--- src/rtl/spq_pkg.sv ---
// Shared types and constants for the stable priority queue.
// No dependencies; compiled first.

package spq_pkg;

   localparam int TAG_W  = 16;
   localparam int PRIO_W = 2;
   localparam int OCC_W  = 4;

   localparam logic ACT_ADD   = 1'b0;
   localparam logic ACT_SERVE = 1'b1;

   typedef enum logic [1:0] {
      STAT_ADDED  = 2'd0,
      STAT_FULL   = 2'd1,
      STAT_SERVED = 2'd2,
      STAT_EMPTY  = 2'd3
   } status_type;

   typedef struct packed {
      logic [PRIO_W-1:0] prio;
      logic [TAG_W-1:0]  tag;
   } entry_type;

   // per-cell controls
   typedef struct packed {
      logic load;
      logic advance;
   } cell_ctl_type;

   // controller to cell row
   typedef struct packed {
      logic load_en;
      logic scan_en;
      logic shift_en;
   } ctrl_type;

endpackage

--- src/rtl/spq_if.sv ---
// Valid/ready channel interfaces for requests and responses.
// Depends on spq_pkg.

interface spq_req_if import spq_pkg::*; ();
   logic              valid;
   logic              ready;
   logic              action;
   logic [TAG_W-1:0]  request_tag;
   logic [PRIO_W-1:0] request_priority;

   modport source (output valid, action, request_tag, request_priority, input ready);
   modport sink   (input valid, action, request_tag, request_priority, output ready);
endinterface

interface spq_rsp_if import spq_pkg::*; ();
   logic              valid;
   logic              ready;
   logic [1:0]        status;
   logic [TAG_W-1:0]  served_tag;
   logic [PRIO_W-1:0] served_priority;
   logic [OCC_W-1:0]  occupancy;

   modport source (output valid, status, served_tag, served_priority, occupancy, input ready);
   modport sink   (input valid, status, served_tag, served_priority, occupancy, output ready);
endinterface

--- src/rtl/spq_cell.sv ---
// One queue cell: holds a single entry, loads a new one or takes its neighbor's.
// Depends on spq_pkg.

module spq_cell import spq_pkg::*; (
   input  logic         clock,
   input  cell_ctl_type ctl,
   input  entry_type    load_data,
   input  entry_type    next_data,
   output entry_type    data
);

   entry_type data_ff;
   entry_type data_in;

   always_comb begin
      data_in = data_ff;
      if (ctl.load) begin
         data_in = load_data;
      end else if (ctl.advance) begin
         data_in = next_data;
      end
   end

   always_ff @(posedge clock) begin
      data_ff <= data_in;
   end

   assign data = data_ff;

endmodule

--- src/rtl/spq_ctrl.sv ---
// Sequencer: handshakes, occupancy count, ring scan for the best entry, response register.
// Depends on spq_pkg and spq_if.

module spq_ctrl import spq_pkg::*; #(
   parameter  int QUEUE_DEPTH = 8,
   localparam int CW = $clog2(QUEUE_DEPTH + 1),
   localparam int IW = (QUEUE_DEPTH > 1) ? $clog2(QUEUE_DEPTH) : 1
) (
   input  logic          clock,
   input  logic          reset,
   spq_req_if.sink       req_chan,
   spq_rsp_if.source     rsp_chan,
   input  entry_type     head,
   output ctrl_type      ctrl,
   output logic [CW-1:0] count,
   output logic [IW-1:0] best
);

   typedef enum logic [3:0] {
      S_IDLE  = 4'b0001,
      S_SCAN  = 4'b0010,
      S_SHIFT = 4'b0100,
      S_DONE  = 4'b1000
   } state_type;

   state_type         state_ff, state_in;
   logic [CW-1:0]     count_ff, count_in;
   logic [IW-1:0]     scan_ff, scan_in;
   logic [IW-1:0]     best_ff, best_in;
   logic [PRIO_W-1:0] best_prio_ff, best_prio_in;
   status_type        pend_status_ff, pend_status_in;
   logic [TAG_W-1:0]  pend_tag_ff, pend_tag_in;
   logic [PRIO_W-1:0] pend_prio_ff, pend_prio_in;
   logic              rsp_valid_ff, rsp_valid_in;
   status_type        rsp_status_ff, rsp_status_in;
   logic [TAG_W-1:0]  rsp_tag_ff, rsp_tag_in;
   logic [PRIO_W-1:0] rsp_prio_ff, rsp_prio_in;
   logic [OCC_W-1:0]  rsp_occ_ff, rsp_occ_in;

   logic accept;
   logic is_add;
   logic full;
   logic scan_last;
   logic scan_take;
   logic out_free;

   assign req_chan.ready = (state_ff == S_IDLE);
   assign accept    = req_chan.valid && req_chan.ready;
   assign is_add    = (req_chan.action == ACT_ADD);
   assign full      = (count_ff == CW'(QUEUE_DEPTH));
   assign scan_last = (scan_ff == IW'(QUEUE_DEPTH - 1));
   // first entry always wins, later ones only on strictly smaller priority
   assign scan_take = (scan_ff == '0) ||
                      ((CW'(scan_ff) < count_ff) && (head.prio < best_prio_ff));
   assign out_free  = !rsp_valid_ff || rsp_chan.ready;

   always_comb begin
      state_in       = state_ff;
      count_in       = count_ff;
      scan_in        = scan_ff;
      best_in        = best_ff;
      best_prio_in   = best_prio_ff;
      pend_status_in = pend_status_ff;
      pend_tag_in    = pend_tag_ff;
      pend_prio_in   = pend_prio_ff;
      rsp_valid_in   = rsp_valid_ff;
      rsp_status_in  = rsp_status_ff;
      rsp_tag_in     = rsp_tag_ff;
      rsp_prio_in    = rsp_prio_ff;
      rsp_occ_in     = rsp_occ_ff;

      if (rsp_valid_ff && rsp_chan.ready) begin
         rsp_valid_in = 1'b0;
      end

      unique case (state_ff)
         S_IDLE: begin
            if (accept) begin
               pend_tag_in  = '0;
               pend_prio_in = '0;
               if (is_add) begin
                  if (full) begin
                     pend_status_in = STAT_FULL;
                  end else begin
                     pend_status_in = STAT_ADDED;
                     count_in       = count_ff + CW'(1);
                  end
                  state_in = S_DONE;
               end else if (count_ff == '0) begin
                  pend_status_in = STAT_EMPTY;
                  state_in       = S_DONE;
               end else begin
                  scan_in  = '0;
                  state_in = S_SCAN;
               end
            end
         end
         S_SCAN: begin
            if (scan_take) begin
               best_in      = scan_ff;
               best_prio_in = head.prio;
               pend_tag_in  = head.tag;
               pend_prio_in = head.prio;
            end
            if (scan_last) begin
               state_in = S_SHIFT;
            end else begin
               scan_in = scan_ff + IW'(1);
            end
         end
         S_SHIFT: begin
            count_in       = count_ff - CW'(1);
            pend_status_in = STAT_SERVED;
            state_in       = S_DONE;
         end
         S_DONE: begin
            if (out_free) begin
               rsp_valid_in  = 1'b1;
               rsp_status_in = pend_status_ff;
               rsp_tag_in    = pend_tag_ff;
               rsp_prio_in   = pend_prio_ff;
               rsp_occ_in    = OCC_W'(count_ff);
               state_in      = S_IDLE;
            end
         end
         default: begin
            state_in = S_IDLE;
         end
      endcase
   end

   always_ff @(posedge clock) begin
      if (reset) begin
         state_ff     <= S_IDLE;
         count_ff     <= '0;
         rsp_valid_ff <= 1'b0;
      end else begin
         state_ff     <= state_in;
         count_ff     <= count_in;
         rsp_valid_ff <= rsp_valid_in;
      end
   end

   always_ff @(posedge clock) begin
      scan_ff        <= scan_in;
      best_ff        <= best_in;
      best_prio_ff   <= best_prio_in;
      pend_status_ff <= pend_status_in;
      pend_tag_ff    <= pend_tag_in;
      pend_prio_ff   <= pend_prio_in;
      rsp_status_ff  <= rsp_status_in;
      rsp_tag_ff     <= rsp_tag_in;
      rsp_prio_ff    <= rsp_prio_in;
      rsp_occ_ff     <= rsp_occ_in;
   end

   assign ctrl.load_en  = accept && is_add && !full;
   assign ctrl.scan_en  = (state_ff == S_SCAN);
   assign ctrl.shift_en = (state_ff == S_SHIFT);
   assign count         = count_ff;
   assign best          = best_ff;

   assign rsp_chan.valid           = rsp_valid_ff;
   assign rsp_chan.status          = rsp_status_ff;
   assign rsp_chan.served_tag      = rsp_tag_ff;
   assign rsp_chan.served_priority = rsp_prio_ff;
   assign rsp_chan.occupancy       = rsp_occ_ff;

endmodule

--- src/rtl/stable_priority_queue_core.sv ---
// Top level of the stable priority queue: a row of entry cells and its sequencer.
// Depends on spq_pkg, spq_if, spq_cell and spq_ctrl.
//
// Usage:
//   req_chan carries one request per transfer: action (add or serve), a 16-bit
//   tag and a 2-bit priority. rsp_chan returns exactly one response per request:
//   status, served tag and priority (zero unless served) and the occupancy after
//   the request.
//   Entries sit in a row of QUEUE_DEPTH cells in arrival order. An add loads the
//   cell at the current count in the transfer cycle. A serve rotates the whole
//   row once past a comparator at cell 0 to find the oldest entry of lowest
//   priority, then the cells behind it move up one place.
//   From request transfer, an add or an empty serve goes to S_DONE and a serve
//   through S_SCAN and S_SHIFT to S_DONE, which loads the response register;
//   one request is in work at a time: req_chan.ready is high only in S_IDLE.
//   The response sits in an output register; a new request is taken while it
//   waits, and the next response waits in the sequencer until rsp_chan.ready.
//   Synchronous reset empties the queue and drops any pending response; cell
//   contents are not cleared.

module stable_priority_queue_core import spq_pkg::*; #(
   parameter int QUEUE_DEPTH = 8
) (
   input logic       clock,
   input logic       reset,
   spq_req_if.sink   req_chan,
   spq_rsp_if.source rsp_chan
);

   localparam int CW = $clog2(QUEUE_DEPTH + 1);
   localparam int IW = (QUEUE_DEPTH > 1) ? $clog2(QUEUE_DEPTH) : 1;

   ctrl_type      ctrl;
   logic [CW-1:0] count;
   logic [IW-1:0] best;
   entry_type     new_entry;
   entry_type     cell_data [QUEUE_DEPTH];
   cell_ctl_type  cell_ctl  [QUEUE_DEPTH];

   assign new_entry.tag  = req_chan.request_tag;
   assign new_entry.prio = req_chan.request_priority;

   spq_ctrl #(
      .QUEUE_DEPTH (QUEUE_DEPTH)
   ) u_ctrl (
      .clock    (clock),
      .reset    (reset),
      .req_chan (req_chan),
      .rsp_chan (rsp_chan),
      .head     (cell_data[0]),
      .ctrl     (ctrl),
      .count    (count),
      .best     (best)
   );

   for (genvar i = 0; i < QUEUE_DEPTH; i++) begin : g_cell
      assign cell_ctl[i].load    = ctrl.load_en && (count == CW'(i));
      assign cell_ctl[i].advance = ctrl.scan_en || (ctrl.shift_en && (best <= IW'(i)));

      spq_cell u_cell (
         .clock     (clock),
         .ctl       (cell_ctl[i]),
         .load_data (new_entry),
         .next_data (cell_data[(i + 1) % QUEUE_DEPTH]),
         .data      (cell_data[i])
      );
   end

   a_count_bound: assert property (@(posedge clock) disable iff (reset)
      count <= CW'(QUEUE_DEPTH))
      else $error("entry count above depth");

   a_load_room: assert property (@(posedge clock) disable iff (reset)
      ctrl.load_en |-> (count < CW'(QUEUE_DEPTH)))
      else $error("load into full queue");

   a_shift_nonempty: assert property (@(posedge clock) disable iff (reset)
      ctrl.shift_en |-> (count != '0) && (CW'(best) < count))
      else $error("removal with no entry at chosen slot");

   a_one_in_work: assert property (@(posedge clock) disable iff (reset)
      req_chan.valid && req_chan.ready |=> !req_chan.ready)
      else $error("second request taken while one is in work");

endmodule

--- src/flat_wrapper.sv ---
// flat-port wrapper written by rule: the top's interface ports become plain ports
module stable_priority_queue_core_flat import spq_pkg::*;
#(
   parameter int QUEUE_DEPTH = 8
)
  (clock, reset, req_chan_valid, req_chan_action, req_chan_request_tag, req_chan_request_priority, req_chan_ready, rsp_chan_valid, rsp_chan_status, rsp_chan_served_tag, rsp_chan_served_priority, rsp_chan_occupancy, rsp_chan_ready);
  spq_req_if req_chan_i ();
  spq_rsp_if rsp_chan_i ();
  input logic clock;
  input logic reset;
  input wire logic [$bits(req_chan_i.valid)-1:0] req_chan_valid;
  input wire logic [$bits(req_chan_i.action)-1:0] req_chan_action;
  input wire logic [$bits(req_chan_i.request_tag)-1:0] req_chan_request_tag;
  input wire logic [$bits(req_chan_i.request_priority)-1:0] req_chan_request_priority;
  output wire logic [$bits(req_chan_i.ready)-1:0] req_chan_ready;
  output wire logic [$bits(rsp_chan_i.valid)-1:0] rsp_chan_valid;
  output wire logic [$bits(rsp_chan_i.status)-1:0] rsp_chan_status;
  output wire logic [$bits(rsp_chan_i.served_tag)-1:0] rsp_chan_served_tag;
  output wire logic [$bits(rsp_chan_i.served_priority)-1:0] rsp_chan_served_priority;
  output wire logic [$bits(rsp_chan_i.occupancy)-1:0] rsp_chan_occupancy;
  input wire logic [$bits(rsp_chan_i.ready)-1:0] rsp_chan_ready;
  assign req_chan_i.valid = req_chan_valid;
  assign req_chan_i.action = req_chan_action;
  assign req_chan_i.request_tag = req_chan_request_tag;
  assign req_chan_i.request_priority = req_chan_request_priority;
  assign req_chan_ready = req_chan_i.ready;
  assign rsp_chan_valid = rsp_chan_i.valid;
  assign rsp_chan_status = rsp_chan_i.status;
  assign rsp_chan_served_tag = rsp_chan_i.served_tag;
  assign rsp_chan_served_priority = rsp_chan_i.served_priority;
  assign rsp_chan_occupancy = rsp_chan_i.occupancy;
  assign rsp_chan_i.ready = rsp_chan_ready;
  stable_priority_queue_core #(.QUEUE_DEPTH(QUEUE_DEPTH)) u_core (.clock(clock), .reset(reset), .req_chan(req_chan_i), .rsp_chan(rsp_chan_i));
endmodule
--- config.mk ---
export PLATFORM = sky130hd
export DESIGN_NAME = stable_priority_queue_core_flat
export DESIGN_NICKNAME = d
export VERILOG_FILES = /design/src/rtl/spq_pkg.sv /design/src/rtl/spq_if.sv /design/src/rtl/spq_cell.sv /design/src/rtl/spq_ctrl.sv /design/src/rtl/stable_priority_queue_core.sv /design/src/flat_wrapper.sv
export SDC_FILE = /design/constraint.sdc
export NUM_CORES = 1
export LEC_CHECK = 0
export CAP_MARGIN = 20
export CORE_ASPECT_RATIO = 1.1
export CORE_MARGIN = 2
export CORE_UTILIZATION = 53
export DETAILED_ROUTE_END_ITERATION = 12
export DONT_BUFFER_PORTS = 1
export PLACE_DENSITY = 0.66
export SYNTH_ARGS = -nofsm -noshare
export SYNTH_HDL_FRONTEND = slang
export SYNTH_SLANG_ARGS = --single-unit
--- constraint.sdc ---
create_clock -name clock -period 4.5 [get_ports clock]
set_clock_uncertainty 0.05 [all_clocks]
set_input_delay 0.9 -clock clock [delete_from_list [all_inputs] [get_ports clock]]
set_output_delay 0.9 -clock clock [all_outputs]
set_load 0.005 [all_outputs]
==> results.py <==
metrics = {
    "route": {
        "first_pass_iters": 4,
        "drc": 0,
        "wire_per_inst_um": 25.57,
        "detail-route-antenna-nets": 0,
        "drt_wl_total_um": 18310,
        "num_vias": 4254,
        "viasPerCell": 5.941,
        "initialDrtViolationCount": 366,
    },
    "yosys": {
        "synthDistinctLibCells": 39,
        "ys_ff_latch": 205,
        "yosys_warnings": 0,
        "synth_nets": 521,
        "yosysTopAreaCell": "edfxtp_1",
        "yosysSeqAreaShare_pct": 70.51,
        "synth.top_cell.area_share_pct": 68.41,
        "syn_area_per_cell_um2": 17.67,
        "synthArstFlopShare_pct": 0,
        "postSynthCellCount": 487,
        "synth_ff_type": "edfxtp_1",
        "netlist_area_um2": 8603,
        "synth_area_leaders": "edfxtp_1 (68%), mux2_2 (19%), dfxtp_1 (2.1%)",
        "synth_top_cells_by_count": "edfxtp_1 (196), mux2_2 (145), and2_1 (20), ha_1 (11), nor2_1 (11)",
        "synth.most_common_cell": "edfxtp_1",
        "synth_edf_count": 196,
    },
    "placed_design": {
        "routabilityCongestion": 0.8316,
        "post-place-cells": 677,
        "hpwl_um": 12240,
        "io_buffers": 0,
        "place_area_um2": 8846,
    },
    "floorplan": {
        "ioPinCount": 49,
        "core-area_um2": 15800,
        "num_rows": 48,
        "die_x_um": 125.5,
        "fp.dieH_um": 137.6,
        "initial_core_util_pct": 54.47,
        "die_area_um2": 17270,
    },
    "clocking": {
        "cts_hold_buf": 0,
        "cts-resized-gates": 0,
        "postCtsSetupRepairBufs": 0,
        "cts_buffers": 21,
        "cts_max_path_buffers": 3,
        "ctsRootBufferMaster": "clkbuf_16",
        "h-tree-depth": 1,
        "cts.clk_slew.worst_paths_ns": 0.07,
        "tritoncts": "done",
        "clkLatencyLatePin_ns": 0.50,
        "cts_sinks": 205,
    },
    "pwr": {
        "swShare_pct": 20.12,
        "p_per_area_nw_per_um2": 426.8,
        "p_int_w": 0.003259,
        "p_switching_w": 0.0008207,
        "clockPowerShare_pct": 42.7,
        "power.leakage_nw": 3.224,
        "p_seq_share_pct": 53.8,
        "power_frac_comb_pct": 3.6,
        "power_w": 0.004080,
        "worst_ir_drop_vdd_v": 0.0002717,
    },
    "worst_setup_path": {
        "crit_arrival_ns": 3.18,
        "worstSetupStartpointType": "register",
        "crit_type": "register to register",
        "regToRegStartpoint": "u_core.u_ctrl.state_ff[0]",
        "r2r_slack_ns": 1.39,
        "critPathMaxFanout": 19,
        "reg2reg_depth": 4,
        "end_kind": "register",
        "r2r_end": "u_core.g_cell[3].u_cell.data[12]",
        "cp.required_ns": 4.57,
    },
    "sta": {
        "finalSetupViolCount": 0,
        "worst_slew_pin_slew_ns": 0.9436,
        "max_freq_ghz": 0.3213,
        "post-route-period-util_pct": 69.16,
        "slew_headroom_pct": 37.05,
        "fin_setup_tns_ns": 0,
        "rsz0062_at_grt": "no",
        "hold_viol": 0,
        "slew_viol_final": 0,
        "fin_crit_ns": 3.112,
    },
    "final_layout": {
        "nNetsFinal": 535,
        "area_growth_pct": 11.11,
        "instances_no_fill": 716,
        "n_antenna_cell": 0,
        "drive_gt1_share_pct": 39.34,
        "stdcell_area_um2": 9559,
        "final_core_util_pct": 60.52,
    },
    "hold_path": {
        "whs_endpoint": "u_core.u_ctrl.rsp_chan.served_tag[5]",
        "min-delay-start": "u_core.u_ctrl.pend_tag_ff[5]",
        "hp-class": "register to register",
        "holdPathStages": 0,
    },
    "global_routing": {
        "grtUsageTotal_pct": 21.50,
        "grt_start_max_net_pins": 25,
        "overflow": 0,
        "grt_pass1_wl_um": 27170,
        "antenna_found_initial": 0,
        "grt_pass1_vias": 4246,
    },
    "job": {
        "drv_cap": 0,
    },
    "status": {
        "status": "completed",
    },
}
[kinds of logic after synthesis]
group                      Yosys count  synth area share (%)
AOI/OAI and AO/OA                   26                 1.978
muxes                              146                 19.10
DFF                                205                 70.51
and+or+nand+nor                     77                 5.730
buffers and inverters               22                 1.091
adders and majority gates           11                 1.600
[final cells by class]
type | count | area (um^2)
fill | 1126 | 6236
sequential | 205 | 6066
multi-input combinational | 260 | 2470
clock buffer | 30 | 599.3
tap | 200 | 250.2
clock inverter | 8 | 98.84
timing repair buffer | 5 | 45.04
inverter | 8 | 30.03
[worst max path at each step]
stage                         startpoint                                to  cells after the start
6_report       u_core.u_ctrl.state_ff[0]  u_core.g_cell[3].u_cell.data[12]                      4
3_5_place_dp   u_core.u_ctrl.state_ff[3]  u_core.g_cell[3].u_cell.data[14]                      4
5_1_grt        u_core.u_ctrl.state_ff[0]  u_core.g_cell[3].u_cell.data[12]                      4
3_3_place_gp             req_chan_action   u_core.g_cell[3].u_cell.data[8]                      4
4_1_cts        u_core.u_ctrl.state_ff[0]  u_core.g_cell[3].u_cell.data[12]                      4
2_1_floorplan  u_core.u_ctrl.state_ff[3]   u_core.g_cell[0].u_cell.data[0]                      3
[state kept, by name, summed over array words and instances, names as in the netlist]
| signal | flops |
|---|---|
| u_core.g_cell.u_cell.data | 144 |
| u_core.u_ctrl.best_prio_ff | 2 |
| u_core.u_ctrl.best | 3 |
| u_core.u_ctrl.state_ff | 4 |
| u_core.u_ctrl.rsp_chan.valid | 1 |
| u_core.u_ctrl.rsp_chan.status | 2 |
| u_core.u_ctrl.pend_tag_ff | 16 |
| u_core.u_ctrl.count | 4 |
| u_core.u_ctrl.rsp_chan.served_tag | 16 |
| u_core.u_ctrl.rsp_chan.served_priority | 2 |
| u_core.u_ctrl.rsp_chan.occupancy | 4 |
| u_core.u_ctrl.scan_ff | 3 |
| u_core.u_ctrl.pend_status_ff | 2 |
| u_core.u_ctrl.pend_prio_ff | 2 |
[power by group through the flow]
stage | combinational [W] | clock [W] | sequential [W]
5_1_grt | 0.000162 | 0.00184 | 0.00220
3_5_place_dp | 0.000143 | 0 | 0.00224
6_report | 0.000146 | 0.00174 | 0.00219
2_1_floorplan | 0.000115 | 0 | 0.00221
3_3_place_gp | 0.000139 | 0 | 0.00223
4_1_cts | 0.000145 | 0.00177 | 0.00220
[stage by stage]
step                hold WS, ns  setup slack [ns]
global placement         0.3537             1.481
floorplan                0.3503            0.5706
finish                   0.3678             1.388
global route             0.3741             1.153
CTS                      0.3690             1.384
detailed placement       0.3545             1.404
[per-layer routing]
metal	part of all wire (%)	wire length (um)	up-vias	GRT usage, %
met5	0	0	-	0
met4	2.1	379	0	6.605
met3	5.5	998	24	3.340
met2	48	8864	165	35.53
met1	44	8064	2138	29.78
li1	-	-	1927	-
[critical path: stages (launching register included)]
cell	delay (ns)
dfxtp_1	0.44
or4b_1	0.65
nor4_4	0.49
nand2_2	0.37
nand3_1	0.71
[cells in the final DEF, fill, tap and decap left out, types with 8 or more instances in the layout]
master     instances
ha_1              11
edfxtp_1         196
nand2_2            8
clkbuf_16         21
inv_1              8
nor2_1            11
a21oi_1            9
dfxtp_1            9
mux2_2           145
and2_1            20
No activity file was read; power rests on OpenSTA's default activity.
